## src/hdl/srt_pkg.sv

```systemverilog
// ----------------------------------------------------------------------------
// srt_pkg: shared types and constants
// Register map, configuration bundle and fixed constants of the regulator.
// ----------------------------------------------------------------------------
package srt_pkg;

	localparam int CFG_IDX_W  = 3;
	localparam int CFG_DATA_W = 16;
	localparam int CODE_W     = 8;
	localparam int TIMER_W    = 16;
	localparam int MARGIN_W   = 16;

	// one degree in Q8.8
	localparam int FRAC_ONE = 256;

	localparam logic [TIMER_W-1:0] TIMER_MAX = '1;

	localparam logic [2:0] STEP_BIG   = 3'd5;
	localparam logic [2:0] STEP_MID   = 3'd2;
	localparam logic [2:0] STEP_SMALL = 3'd1;

	localparam logic [MARGIN_W-1:0] MARGIN_LOW_RST    = 16'd6144;
	localparam logic [MARGIN_W-1:0] MARGIN_CENTER_RST = 16'd6400;
	localparam logic [MARGIN_W-1:0] MARGIN_HIGH_RST   = 16'd6656;
	localparam logic [CODE_W-1:0]   CODE_MIN_RST      = 8'd0;
	localparam logic [CODE_W-1:0]   CODE_START_RST    = 8'd128;
	localparam logic [CODE_W-1:0]   CODE_MAX_RST      = 8'd255;
	localparam logic [TIMER_W-1:0]  HOLDOFF_RST       = 16'd15;

	typedef enum logic [CFG_IDX_W-1:0] {
		REG_MARGIN_LOW    = 3'd0,
		REG_MARGIN_CENTER = 3'd1,
		REG_MARGIN_HIGH   = 3'd2,
		REG_CODE_MIN      = 3'd3,
		REG_CODE_START    = 3'd4,
		REG_CODE_MAX      = 3'd5,
		REG_HOLDOFF       = 3'd6
	} reg_idx_t;

	typedef struct packed {
		logic [MARGIN_W-1:0] margin_low;
		logic [MARGIN_W-1:0] margin_center;
		logic [MARGIN_W-1:0] margin_high;
		logic [CODE_W-1:0]   code_min;
		logic [CODE_W-1:0]   code_start;
		logic [CODE_W-1:0]   code_max;
		logic [TIMER_W-1:0]  holdoff_ticks;
	} cfg_t;

endpackage

```

## src/hdl/stepwise_temperature_regulator.sv

```systemverilog
// Pipeline: an input beat is registered in the input register, then decided;
// its result beat is held in the result register until it is taken.
// Throughput: one item per cycle; a sample stalls only while the result
// register holds an untaken beat, and ticks produce no result beat.
// Reset: arst_n clears pipeline valids and regulator state asynchronously and
// loads the configuration registers with their defaults.
// ----------------------------------------------------------------------------
// stepwise_temperature_regulator: top level
// Input register, decision core and result register with stream handshakes.
// ----------------------------------------------------------------------------
module stepwise_temperature_regulator
	import srt_pkg::*;
#(
	parameter int TEMP_WIDTH = 16
) (
	input  logic                                clk,
	input  logic                                arst_n,
	input  logic                                cfg_we,
	input  logic [CFG_IDX_W-1:0]                cfg_index,
	input  logic [CFG_DATA_W-1:0]               cfg_data,
	input  logic                                s_tvalid,
	output logic                                s_tready,
	input  logic [((TEMP_WIDTH + 7) / 8) * 8-1:0] s_tdata,  // sample_temp
	input  logic                                s_tuser,  // op
	output logic                                m_tvalid,
	input  logic                                m_tready,
	output logic [CODE_W-1:0]                   m_tdata,  // drive_out
	output logic                                m_tuser   // code_changed
);

	cfg_t                  cfg;
	logic                  valid_s1;
	logic                  op_s1;
	logic [TEMP_WIDTH-1:0] temp_s1;
	logic                  out_valid_q;
	logic [CODE_W-1:0]     out_drive_q;
	logic                  out_chg_q;
	logic                  out_free, go;
	logic [CODE_W-1:0]     res_drive;
	logic                  res_changed;

	srt_cfg u_cfg (
		.clk       (clk),
		.arst_n    (arst_n),
		.cfg_we    (cfg_we),
		.cfg_index (cfg_index),
		.cfg_data  (cfg_data),
		.cfg       (cfg)
	);

	// ticks never need the result register
	assign out_free = !out_valid_q || m_tready;
	assign go       = valid_s1 && (!op_s1 || out_free);
	assign s_tready = !valid_s1 || go;

	always_ff @(posedge clk or negedge arst_n) begin
		if (!arst_n) begin
			valid_s1 <= 1'b0;
		end else if (s_tready) begin
			valid_s1 <= s_tvalid;
		end
	end

	always_ff @(posedge clk) begin
		if (s_tvalid && s_tready) begin
			op_s1   <= s_tuser;
			temp_s1 <= s_tdata[TEMP_WIDTH-1:0];
		end
	end

	srt_core #(
		.TEMP_WIDTH (TEMP_WIDTH)
	) u_core (
		.clk         (clk),
		.arst_n      (arst_n),
		.cfg         (cfg),
		.go          (go),
		.op          (op_s1),
		.temp        (temp_s1),
		.res_drive   (res_drive),
		.res_changed (res_changed)
	);

	always_ff @(posedge clk or negedge arst_n) begin
		if (!arst_n) begin
			out_valid_q <= 1'b0;
		end else if (go && op_s1) begin
			out_valid_q <= 1'b1;
		end else if (m_tready) begin
			out_valid_q <= 1'b0;
		end
	end

	always_ff @(posedge clk) begin
		if (go && op_s1) begin
			out_drive_q <= res_drive;
			out_chg_q   <= res_changed;
		end
	end

	assign m_tvalid = out_valid_q;
	assign m_tdata  = out_drive_q;
	assign m_tuser  = out_chg_q;

endmodule

```

## src/hdl/srt_cfg.sv

```systemverilog
// ----------------------------------------------------------------------------
// srt_cfg: configuration register file
// Write-only register bank; unknown indexes are ignored.
// ----------------------------------------------------------------------------
module srt_cfg
	import srt_pkg::*;
(
	input  logic                  clk,
	input  logic                  arst_n,
	input  logic                  cfg_we,
	input  logic [CFG_IDX_W-1:0]  cfg_index,
	input  logic [CFG_DATA_W-1:0] cfg_data,
	output cfg_t                  cfg
);

	cfg_t cfg_q;

	always_ff @(posedge clk or negedge arst_n) begin
		if (!arst_n) begin
			cfg_q.margin_low    <= MARGIN_LOW_RST;
			cfg_q.margin_center <= MARGIN_CENTER_RST;
			cfg_q.margin_high   <= MARGIN_HIGH_RST;
			cfg_q.code_min      <= CODE_MIN_RST;
			cfg_q.code_start    <= CODE_START_RST;
			cfg_q.code_max      <= CODE_MAX_RST;
			cfg_q.holdoff_ticks <= HOLDOFF_RST;
		end else if (cfg_we) begin
			unique case (reg_idx_t'(cfg_index))
				REG_MARGIN_LOW:    cfg_q.margin_low    <= cfg_data[MARGIN_W-1:0];
				REG_MARGIN_CENTER: cfg_q.margin_center <= cfg_data[MARGIN_W-1:0];
				REG_MARGIN_HIGH:   cfg_q.margin_high   <= cfg_data[MARGIN_W-1:0];
				REG_CODE_MIN:      cfg_q.code_min      <= cfg_data[CODE_W-1:0];
				REG_CODE_START:    cfg_q.code_start    <= cfg_data[CODE_W-1:0];
				REG_CODE_MAX:      cfg_q.code_max      <= cfg_data[CODE_W-1:0];
				REG_HOLDOFF:       cfg_q.holdoff_ticks <= cfg_data[TIMER_W-1:0];
				default: ;
			endcase
		end
	end

	assign cfg = cfg_q;

endmodule

```

## src/hdl/srt_core.sv

```systemverilog
// ----------------------------------------------------------------------------
// srt_core: regulator state and decision logic
// Holds trend, timer and drive code; decides at most one code move per sample.
// ----------------------------------------------------------------------------
module srt_core
	import srt_pkg::*;
#(
	parameter int TEMP_WIDTH = 16
) (
	input  logic                  clk,
	input  logic                  arst_n,
	input  cfg_t                  cfg,
	input  logic                  go,
	input  logic                  op,
	input  logic [TEMP_WIDTH-1:0] temp,
	output logic [CODE_W-1:0]     res_drive,
	output logic                  res_changed
);

	// wide enough for the distance and for the two-degree threshold
	localparam int DW = (TEMP_WIDTH + 1 > 11) ? TEMP_WIDTH + 1 : 11;

	logic [TEMP_WIDTH-1:0] prev_q;
	logic                  have_q;
	logic [CODE_W-1:0]     drive_q;
	logic [TIMER_W-1:0]    timer_q;

	logic signed [TEMP_WIDTH-1:0] t, pv, lo, ce, hi;
	logic signed [DW-1:0]         delta;
	logic [DW-1:0]                adist;
	logic [2:0]                   step;
	logic [CODE_W:0]              up_sum, dn_floor;
	logic [CODE_W-1:0]            up_val, dn_val;
	logic                         passed, below, above, move_up, move_dn;

	// margins are 16-bit registers read at the sample width
	assign t  = $signed(temp);
	assign pv = $signed(prev_q);
	assign lo = $signed(TEMP_WIDTH'(cfg.margin_low));
	assign ce = $signed(TEMP_WIDTH'(cfg.margin_center));
	assign hi = $signed(TEMP_WIDTH'(cfg.margin_high));

	always_comb begin
		delta = DW'(t) - DW'(ce);
		adist = delta[DW-1] ? DW'(-delta) : DW'(delta);
		priority if (adist > DW'(2 * FRAC_ONE)) step = STEP_BIG;
		else if (adist > DW'(FRAC_ONE))         step = STEP_MID;
		else                                    step = STEP_SMALL;
	end

	assign passed = timer_q > cfg.holdoff_ticks;
	assign below  = t < lo;
	assign above  = t > hi;

	assign move_up = have_q && passed && below && (t < pv) && (drive_q < cfg.code_max);
	assign move_dn = have_q && passed && !below && above && (t > pv)
	                 && (drive_q > cfg.code_min);

	assign up_sum   = {1'b0, drive_q} + (CODE_W + 1)'(step);
	assign up_val   = (up_sum > {1'b0, cfg.code_max}) ? cfg.code_max : up_sum[CODE_W-1:0];
	assign dn_floor = {1'b0, cfg.code_min} + (CODE_W + 1)'(step);
	assign dn_val   = ({1'b0, drive_q} < dn_floor) ? cfg.code_min
	                                               : drive_q - CODE_W'(step);

	always_comb begin
		priority if (!have_q) res_drive = cfg.code_start;
		else if (move_up)     res_drive = up_val;
		else if (move_dn)     res_drive = dn_val;
		else                  res_drive = drive_q;
	end

	assign res_changed = move_up || move_dn;

	always_ff @(posedge clk or negedge arst_n) begin
		if (!arst_n) begin
			prev_q  <= '0;
			have_q  <= 1'b0;
			drive_q <= '0;
			timer_q <= '0;
		end else if (go) begin
			if (!op) begin
				if (timer_q != TIMER_MAX) begin
					timer_q <= timer_q + TIMER_W'(1);
				end
			end else begin
				have_q  <= 1'b1;
				drive_q <= res_drive;
				prev_q  <= temp;
				if (!have_q || res_changed) begin
					timer_q <= '0;
				end
			end
		end
	end

`ifndef NO_ASSERTIONS
	a_move_restarts_timer: assert property (@(posedge clk) disable iff (!arst_n)
		(go && op && res_changed) |=> (timer_q == '0))
		else $error("code move did not restart hold-off timer");

	a_tick_counts: assert property (@(posedge clk) disable iff (!arst_n)
		(go && !op && timer_q != TIMER_MAX) |=> (timer_q == $past(timer_q) + TIMER_W'(1)))
		else $error("tick did not advance hold-off timer");

	a_change_moves_code: assert property (@(posedge clk) disable iff (!arst_n)
		res_changed |-> (have_q && res_drive != drive_q))
		else $error("change flagged without a code move");

	a_sample_arms: assert property (@(posedge clk) disable iff (!arst_n)
		(go && op) |=> have_q)
		else $error("sample did not mark first sample seen");
`endif

endmodule

```

## config.mk

```make
export PLATFORM = sky130hd
export DESIGN_NAME = stepwise_temperature_regulator
export DESIGN_NICKNAME = d
export VERILOG_FILES = /design/src/hdl/srt_pkg.sv /design/src/hdl/stepwise_temperature_regulator.sv /design/src/hdl/srt_cfg.sv /design/src/hdl/srt_core.sv
export SDC_FILE = /design/constraint.sdc
export NUM_CORES = 1
export LEC_CHECK = 0
export BUFFER_PORTS_ARGS = -buffer_cell sky130_fd_sc_hd__buf_2
export CORE_ASPECT_RATIO = 0.7
export CORE_MARGIN = 2
export CORE_UTILIZATION = 57
export CTS_CLUSTER_DIAMETER = 150
export DETAILED_ROUTE_END_ITERATION = 16
export PLACE_DENSITY = 0.83
export SETUP_SLACK_MARGIN = 0.2
export SLEW_MARGIN = 25
export SYNTH_ARGS = -nofsm -noshare
export SYNTH_HDL_FRONTEND = slang
export SYNTH_SLANG_ARGS = --single-unit
```

## constraint.sdc

```tcl
create_clock -name clk -period 7.2 [get_ports clk]
set_clock_uncertainty 0.15 [all_clocks]
set_input_delay 0.72 -clock clk [delete_from_list [all_inputs] [get_ports clk]]
set_output_delay 0.72 -clock clk [all_outputs]
set_load 0.005 [all_outputs]
```

==> flow_metrics.env, run 1 <==
export IMPL_h_tree_depth=4
export IMPL_final_antenna_net_count=0
export IMPL_io_buffer_count=51
export IMPL_dr_total_vias=9382
export IMPL_place_area_um2=11400
export IMPL_dp_hpwl_um=20700
export IMPL_grt_pass1_wl_um=45900
export IMPL_firstDrtPassIters=5
export IMPL_areaGrowthSynthToFinish_pct=14.2
export IMPL_ys_types=86
export IMPL_status="completed"
export IMPL_grt_overflow_total=0
export IMPL_p_clk_frac=0.260
export IMPL_die_area_um2=20200
export IMPL_insertion_delay_ns=0.44
export IMPL_ctsLongestPathBuffers=2
export IMPL_die_y_um=119
export IMPL_fmax_mhz=146
export IMPL_power_uw=3570
export IMPL_slowest_delay_ns=0.57
export IMPL_synth_main_ff_cell="dfrtp_1"
export IMPL_fin_tns_setup_ns=0
export IMPL_critPathCaptureType="flop"
export IMPL_drc_errors=0
export IMPL_cp_required_ns=7.23
export IMPL_synthSimpleGateAreaFrac=0.154
export IMPL_vias_per_cell=6.35
export IMPL_finalCritPeriodShare=0.949
export IMPL_final_area_um2=12400
export IMPL_synth_seq_area_share=0.376
export IMPL_ys_async_sr_fraction=0.834
export IMPL_clock_sinks=157
export IMPL_internal_power_uw=2210
export IMPL_grt_max_degree=81
export IMPL_worstPathMaxFanout=6
export IMPL_cp_arrival_ns=6.86
export IMPL_p_sw_uw=1370
export IMPL_ys_seq_elements=157
export IMPL_finalHoldViolations=0
export IMPL_setup_violations=0
export IMPL_core_area_um2=18800
export IMPL_gp_congestion=1.03
export IMPL_max_slew_margin=0.381
export IMPL_synth_fa_ha_area_frac=0.146
export IMPL_reg2reg_depth=27
export IMPL_syn_avg_cell_area_um2=9.33
export IMPL_fin_crit_ns=6.83
export IMPL_peakVddDrop_mv=0.185
export IMPL_utilization=0.661
export IMPL_switching_share=0.382
export IMPL_grt_usage=0.292
export IMPL_drt_initial_drc_count=916
export IMPL_grt_pass1_vias=8918
export IMPL_rows=42
export IMPL_worst_setup_path_type="flop to flop"
export IMPL_wirelength_um=29400
export IMPL_synth_edf_count=26
export IMPL_ys_warn_count=0
export IMPL_rsz0062_at_grt="no"
export IMPL_synthXorXnorAreaFrac=0.0234
export IMPL_final_nets=1387
export IMPL_mostFrequentLayoutCell="ha_1"
export IMPL_synth_compound_area_share=0.190
export IMPL_cpLargestDelayFamily="compound AO/OA/AOI/OAI gates"
export IMPL_ios=52
export IMPL_wl_per_cell_um=19.9
export IMPL_drive_gt1_frac=0.208
export IMPL_start_util=0.579
export IMPL_synth_top_family_by_area="compound AO/OA/AOI/OAI gates"
export IMPL_final_cell_mix="ha_1 (115), inv_1 (112), o21ai_0 (112), nand2_1 (110), dfrtp_1 (110)"
export IMPL_worst_slew_pin_slew_ns=0.928
export IMPL_cts_tree="yes"
export IMPL_dieWidth_um=169
export IMPL_netlist_area_um2=10900
export IMPL_cts_root_buf="clkbuf_16"
export IMPL_crit_slowest_cell="fa_2"
export IMPL_cts_buffers=17
export IMPL_synth_nets=1329
export IMPL_worst_path_stages=27
export IMPL_power_leakage_uw=0.00559
export IMPL_path_buf_inv=3
export IMPL_antenna_found_initial=1
export IMPL_p_comb_frac=0.400
export IMPL_p_per_area_nw_per_um2=288
export IMPL_synthMuxAreaShare=0.0534
export IMPL_postCtsHoldBufs=0
export IMPL_clk_pin_slew_worst_paths_ns=0.07
export IMPL_cp_start_kind="flop"
export IMPL_drv_slew=0
export IMPL_postSynthCellCount=1164
export IMPL_cap_violations=0
export IMPL_holdCritPathClass="input port to asynchronous set/reset pin"
export IMPL_seqPwrFrac=0.340
final timing paths:
path / startpoint / end / slack [ns]
setup reg to reg: temp_s1[0] / m_tdata[3] / 0.37
hold reg to reg: u_cfg.cfg[14] / u_cfg.cfg[14] / 0.36
setup / recovery: temp_s1[0] / m_tdata[3] / 0.37
min in group clk: s_tdata[5] / temp_s1[5] / 0.30
max in group asynchronous: arst_n / u_cfg.cfg[57] / 5.54
hold / removal: arst_n / u_core.timer_q[7] / 0.15
registers in the layout, indices dropped and copies added (netlist names):
signal	flops
temp_s1	16
u_core.prev_q	16
u_core.drive_q	8
m_tvalid	1
u_cfg.cfg	88
m_tuser	1
m_tdata	8
u_core.have_q	1
u_core.timer_q	16
op_s1	1
valid_s1	1
per-stage QoR:
step / setup WS, ns / std cells / hold slack [ns]
global placement: 0.179 / 1436 / 0.340
floorplan: 0.369 / 1164 / 0.274
CTS: 0.200 / 1471 / 0.187
finish: 0.368 / 1478 / 0.147
global route: 0.115 / 1478 / 0.209
detailed placement: -0.203 / 1436 / 0.342
cell type report:
class	instances	area, um2
inverter	114	428
timing repair buffer	81	490
sequential	157	4090
fill	1396	6360
multi-input combinational	851	6490
clock inverter	15	174
tap	242	303
clock buffer	17	425
antenna	1	2.50
synth_stat cells (4+ instances only):
master | instances | area share
and3_1 | 9 | 0.0052
fa_1 | 4 | 0.0074
a21oi_1 | 58 | 0.027
o21ai_0 | 117 | 0.054
and4_1 | 4 | 0.0032
nand4_1 | 28 | 0.016
a2111oi_2 | 5 | 0.0069
nand4b_1 | 4 | 0.0032
mux2_2 | 47 | 0.049
nand2_1 | 111 | 0.038
dfrtp_1 | 110 | 0.25
xor2_1 | 10 | 0.0081
nand2b_1 | 12 | 0.0069
and2_1 | 13 | 0.0075
o211ai_1 | 6 | 0.0041
o21a_1 | 12 | 0.0083
xnor2_1 | 19 | 0.015
nor2b_1 | 10 | 0.0058
or3_1 | 8 | 0.0046
inv_1 | 114 | 0.039
a31oi_1 | 9 | 0.0052
clkbuf_1 | 31 | 0.011
nor2_1 | 49 | 0.017
nor4_1 | 5 | 0.0029
buf_2 | 4 | 0.0018
mux2i_1 | 5 | 0.0046
edfxtp_1 | 26 | 0.072
o31ai_1 | 18 | 0.012
nor3_1 | 23 | 0.011
a211oi_1 | 14 | 0.0097
a2111oi_0 | 5 | 0.0040
a21o_1 | 24 | 0.017
o22ai_1 | 5 | 0.0029
ha_1 | 120 | 0.14
nand3_1 | 29 | 0.013
dfstp_2 | 21 | 0.051
per-layer routing:
metal  track usage  wire length, um
met2         0.428            12600
met4         0.108              891
met5             0                0
met3        0.0705             2700
met1         0.420            13100
kinds of logic after synthesis:
| kind of cell | after synthesis |
|---|---|
| and+or+nand+nor | 329 |
| muxes | 52 |
| DFF | 157 |
| xor gates and xnor gates | 29 |
| buffers and inverters | 156 |
| adders and majority gates | 124 |
| AOI/OAI and AO/OA | 317 |
power by group through the flow:
stage | Sequential [uW] | Clock [uW] | Combinational [uW]
5_1_grt | 1230 | 975 | 1580
6_report | 1210 | 928 | 1430
3_3_place_gp | 1210 | 0 | 1220
4_1_cts | 1200 | 935 | 1300
3_5_place_dp | 1220 | 0 | 1260
2_1_floorplan | 1170 | 0 | 959
worst reg2reg max path: stages (launching register included):
cell and delay (ns):
edfxtp_1 0.38, inv_2 0.07, ha_4 0.18, fa_2 0.57, ha_4 0.15, inv_1 0.09, nor4b_4 0.26, nor3_2 0.11
a211o_1 0.33, nor4_4 0.39, mux2i_1 0.12, o32a_1 0.31, a311oi_2 0.31, nand4_1 0.16, buf_6 0.16, ha_1 0.21
fa_2 0.35, a21o_1 0.25, nand2_2 0.11, xnor2_2 0.10, ha_1 0.38, a2111oi_4 0.38, a21oi_2 0.12, o21a_4 0.27
o21ai_0 0.19, a21oi_1 0.11, a2111oi_2 0.31, nor2_1 0.08
repair_timing:
item / CTS / global route
buffers inserted: 3 / 6
resized for setup: 7 / 62
pin swaps: 2 / 31
endpoints found under the setup margin: 16 / 16
hold endpoints to repair: 0 / 0
(Power assumes the default switching activity.)
==> inputs of run 2 (changes only) <==
- CORE_ASPECT_RATIO: 0.7 -> unset
==> run 2 against run 1 <==
Wire length is 2.8% lower. Critical path type unchanged. Combinational power about the same. Highest routed layer unchanged. Clock power down 4.2%. Worst setup slack got worse by 0.080 ns. Critical path depth unchanged. Cell count shrank 0.81%. Die area about the same.
==> flow_metrics.env, run 2 (synthesis results as in run 1) <==
export IMPL_grt_overflow_total=0
export IMPL_cpLargestDelayFamily="compound AO/OA/AOI/OAI gates"
export IMPL_io_buffer_count=51
export IMPL_final_cell_mix="ha_1 (114), inv_1 (112), o21ai_0 (111), nand2_1 (110), dfrtp_1 (110)"
export IMPL_final_area_um2=12300
export IMPL_start_util=0.580
export IMPL_cp_required_ns=7.23
export IMPL_cts_buffers=17
export IMPL_grt_pass1_wl_um=44900
export IMPL_core_area_um2=18700
export IMPL_clk_pin_slew_worst_paths_ns=0.07
export IMPL_finalWorstSetupSlack_ns=0.289
export IMPL_critPathCaptureType="flop"
export IMPL_fmax_mhz=145
export IMPL_slowest_delay_ns=0.55
export IMPL_ctsLongestPathBuffers=2
export IMPL_firstDrtPassIters=5
export IMPL_antenna_found_initial=1
export IMPL_status="completed"
export IMPL_peakVddDrop_mv=0.212
export IMPL_insertion_delay_ns=0.44
export IMPL_worstPathMaxFanout=6
export IMPL_cp_start_kind="flop"
export IMPL_holdCritPathClass="input port to asynchronous set/reset pin"
export IMPL_grt_usage=0.284
export IMPL_drive_gt1_frac=0.201
export IMPL_dieWidth_um=142
export IMPL_drt_initial_drc_count=703
export IMPL_mostFrequentLayoutCell="ha_1"
export IMPL_wl_per_cell_um=19.5
export IMPL_vias_per_cell=6.31
export IMPL_grt_pass1_vias=8990
export IMPL_h_tree_depth=4
export IMPL_worst_slew_pin_slew_ns=0.895
export IMPL_grt_max_degree=85
export IMPL_crit_slowest_cell="fa_2"
export IMPL_p_per_area_nw_per_um2=284
export IMPL_cp_arrival_ns=6.94
export IMPL_clock_sinks=157
export IMPL_final_antenna_net_count=0
export IMPL_cts_root_buf="clkbuf_16"
export IMPL_setup_violations=0
export IMPL_final_nets=1383
export IMPL_worst_setup_path_type="flop to flop"
export IMPL_finalCritPeriodShare=0.960
export IMPL_power_leakage_uw=0.00556
export IMPL_areaGrowthSynthToFinish_pct=13.1
export IMPL_max_slew_margin=0.395
export IMPL_die_area_um2=20200
export IMPL_largest_reg_flops=88
export IMPL_nFillCells=1399
export IMPL_cap_violations=0
export IMPL_drc_errors=0
export IMPL_utilization=0.656
export IMPL_ios=52
export IMPL_dr_total_vias=9248
export IMPL_rows=50
export IMPL_die_y_um=142
export IMPL_drv_slew=0
export IMPL_dp_hpwl_um=20100
export IMPL_place_area_um2=11300
export IMPL_path_buf_inv=3
export IMPL_cts_tree="yes"
export IMPL_finalHoldViolations=0
export IMPL_wirelength_um=28500
export IMPL_fin_crit_ns=6.91
export IMPL_dp_slack_ns=-0.116
export IMPL_gp_congestion=0.949
run 2: cell types whose count changed in the layout (fill, tap and decap cells not counted), sizes merged:
cell      previous run  this run
bufinv               2         0
inv                121       123
clkinvlp             2         1
buf                 81        77
clkinv               4         5
run 2: worst paths after layout:
path | from | to | slack (ns) | cells after the start
setup / recovery | temp_s1[0] | m_tdata[3] | 0.29 | 27
hold / removal | arst_n | u_core.drive_q[0] | 0.15 | 1
setup reg to reg | temp_s1[0] | m_tdata[3] | 0.29 | 27
hold reg to reg | u_cfg.cfg[67] | u_cfg.cfg[67] | 0.36 | 2
max in group asynchronous | arst_n | u_core.prev_q[9] | 5.54 | 2
min in group clk | s_tuser | op_s1 | 0.30 | 1
run 2: final cells by class:
class	instances	area [um2]	share of cell area
well taps	234	293	0.0238
repair buffers	77	457	0.0372
flip-flops and latches	157	4090	0.333
inverters	114	428	0.0348
diodes	1	2.50	0.000204
multi-input cells	851	6450	0.525
clock inverters	15	143	0.0116
clock buffers	17	425	0.0346
run 2: layer usage:
layer / up-vias / track usage / wire [um]
met5: - / 0 / 0
met4: 0 / 0.135 / 1240
met3: 95 / 0.0532 / 1760
met2: 362 / 0.471 / 13600
met1: 4469 / 0.361 / 12000
li1: 4322 / - / -
run 2: per-stage QoR:
step | total power, uW | std cells | TNS, ns | hold slack, ns
after floorplan | 2130 | 1164 | 0 | 0.274
after global placement | 2400 | 1422 | 0 | 0.323
after detailed placement | 2460 | 1422 | -0.448 | 0.341
after CTS | 3350 | 1455 | 0 | 0.166
after global routing | 3710 | 1465 | -0.188 | 0.201
final | 3490 | 1466 | 0 | 0.153
run 2: worst register-to-register path: cells and delay by family (launching register included):
kind                       cells  cell delay (ns)
DFF                            1             0.38
buffers and inverters          3             0.35
and+or+nand+nor                6             1.06
muxes                          1             0.12
xor gates and xnor gates       1             0.08
AOI/OAI and AO/OA             10             2.62
adders and majority gates      6             1.87
run 2: power breakdown:
group	internal (uW)	switching [uW]	total, uW
clock network	460	429	889
logic	601	795	1400
registers	1080	129	1210
run 2: what timing repair did:
| item | CTS | global route |
|---|---|---|
| buffers inserted | 1 | 10 |
| hold buffers | 0 | 0 |
| gates resized for setup | 6 | 53 |
| endpoints found under the setup margin | 16 | 16 |
| pin swaps | 3 | 24 |
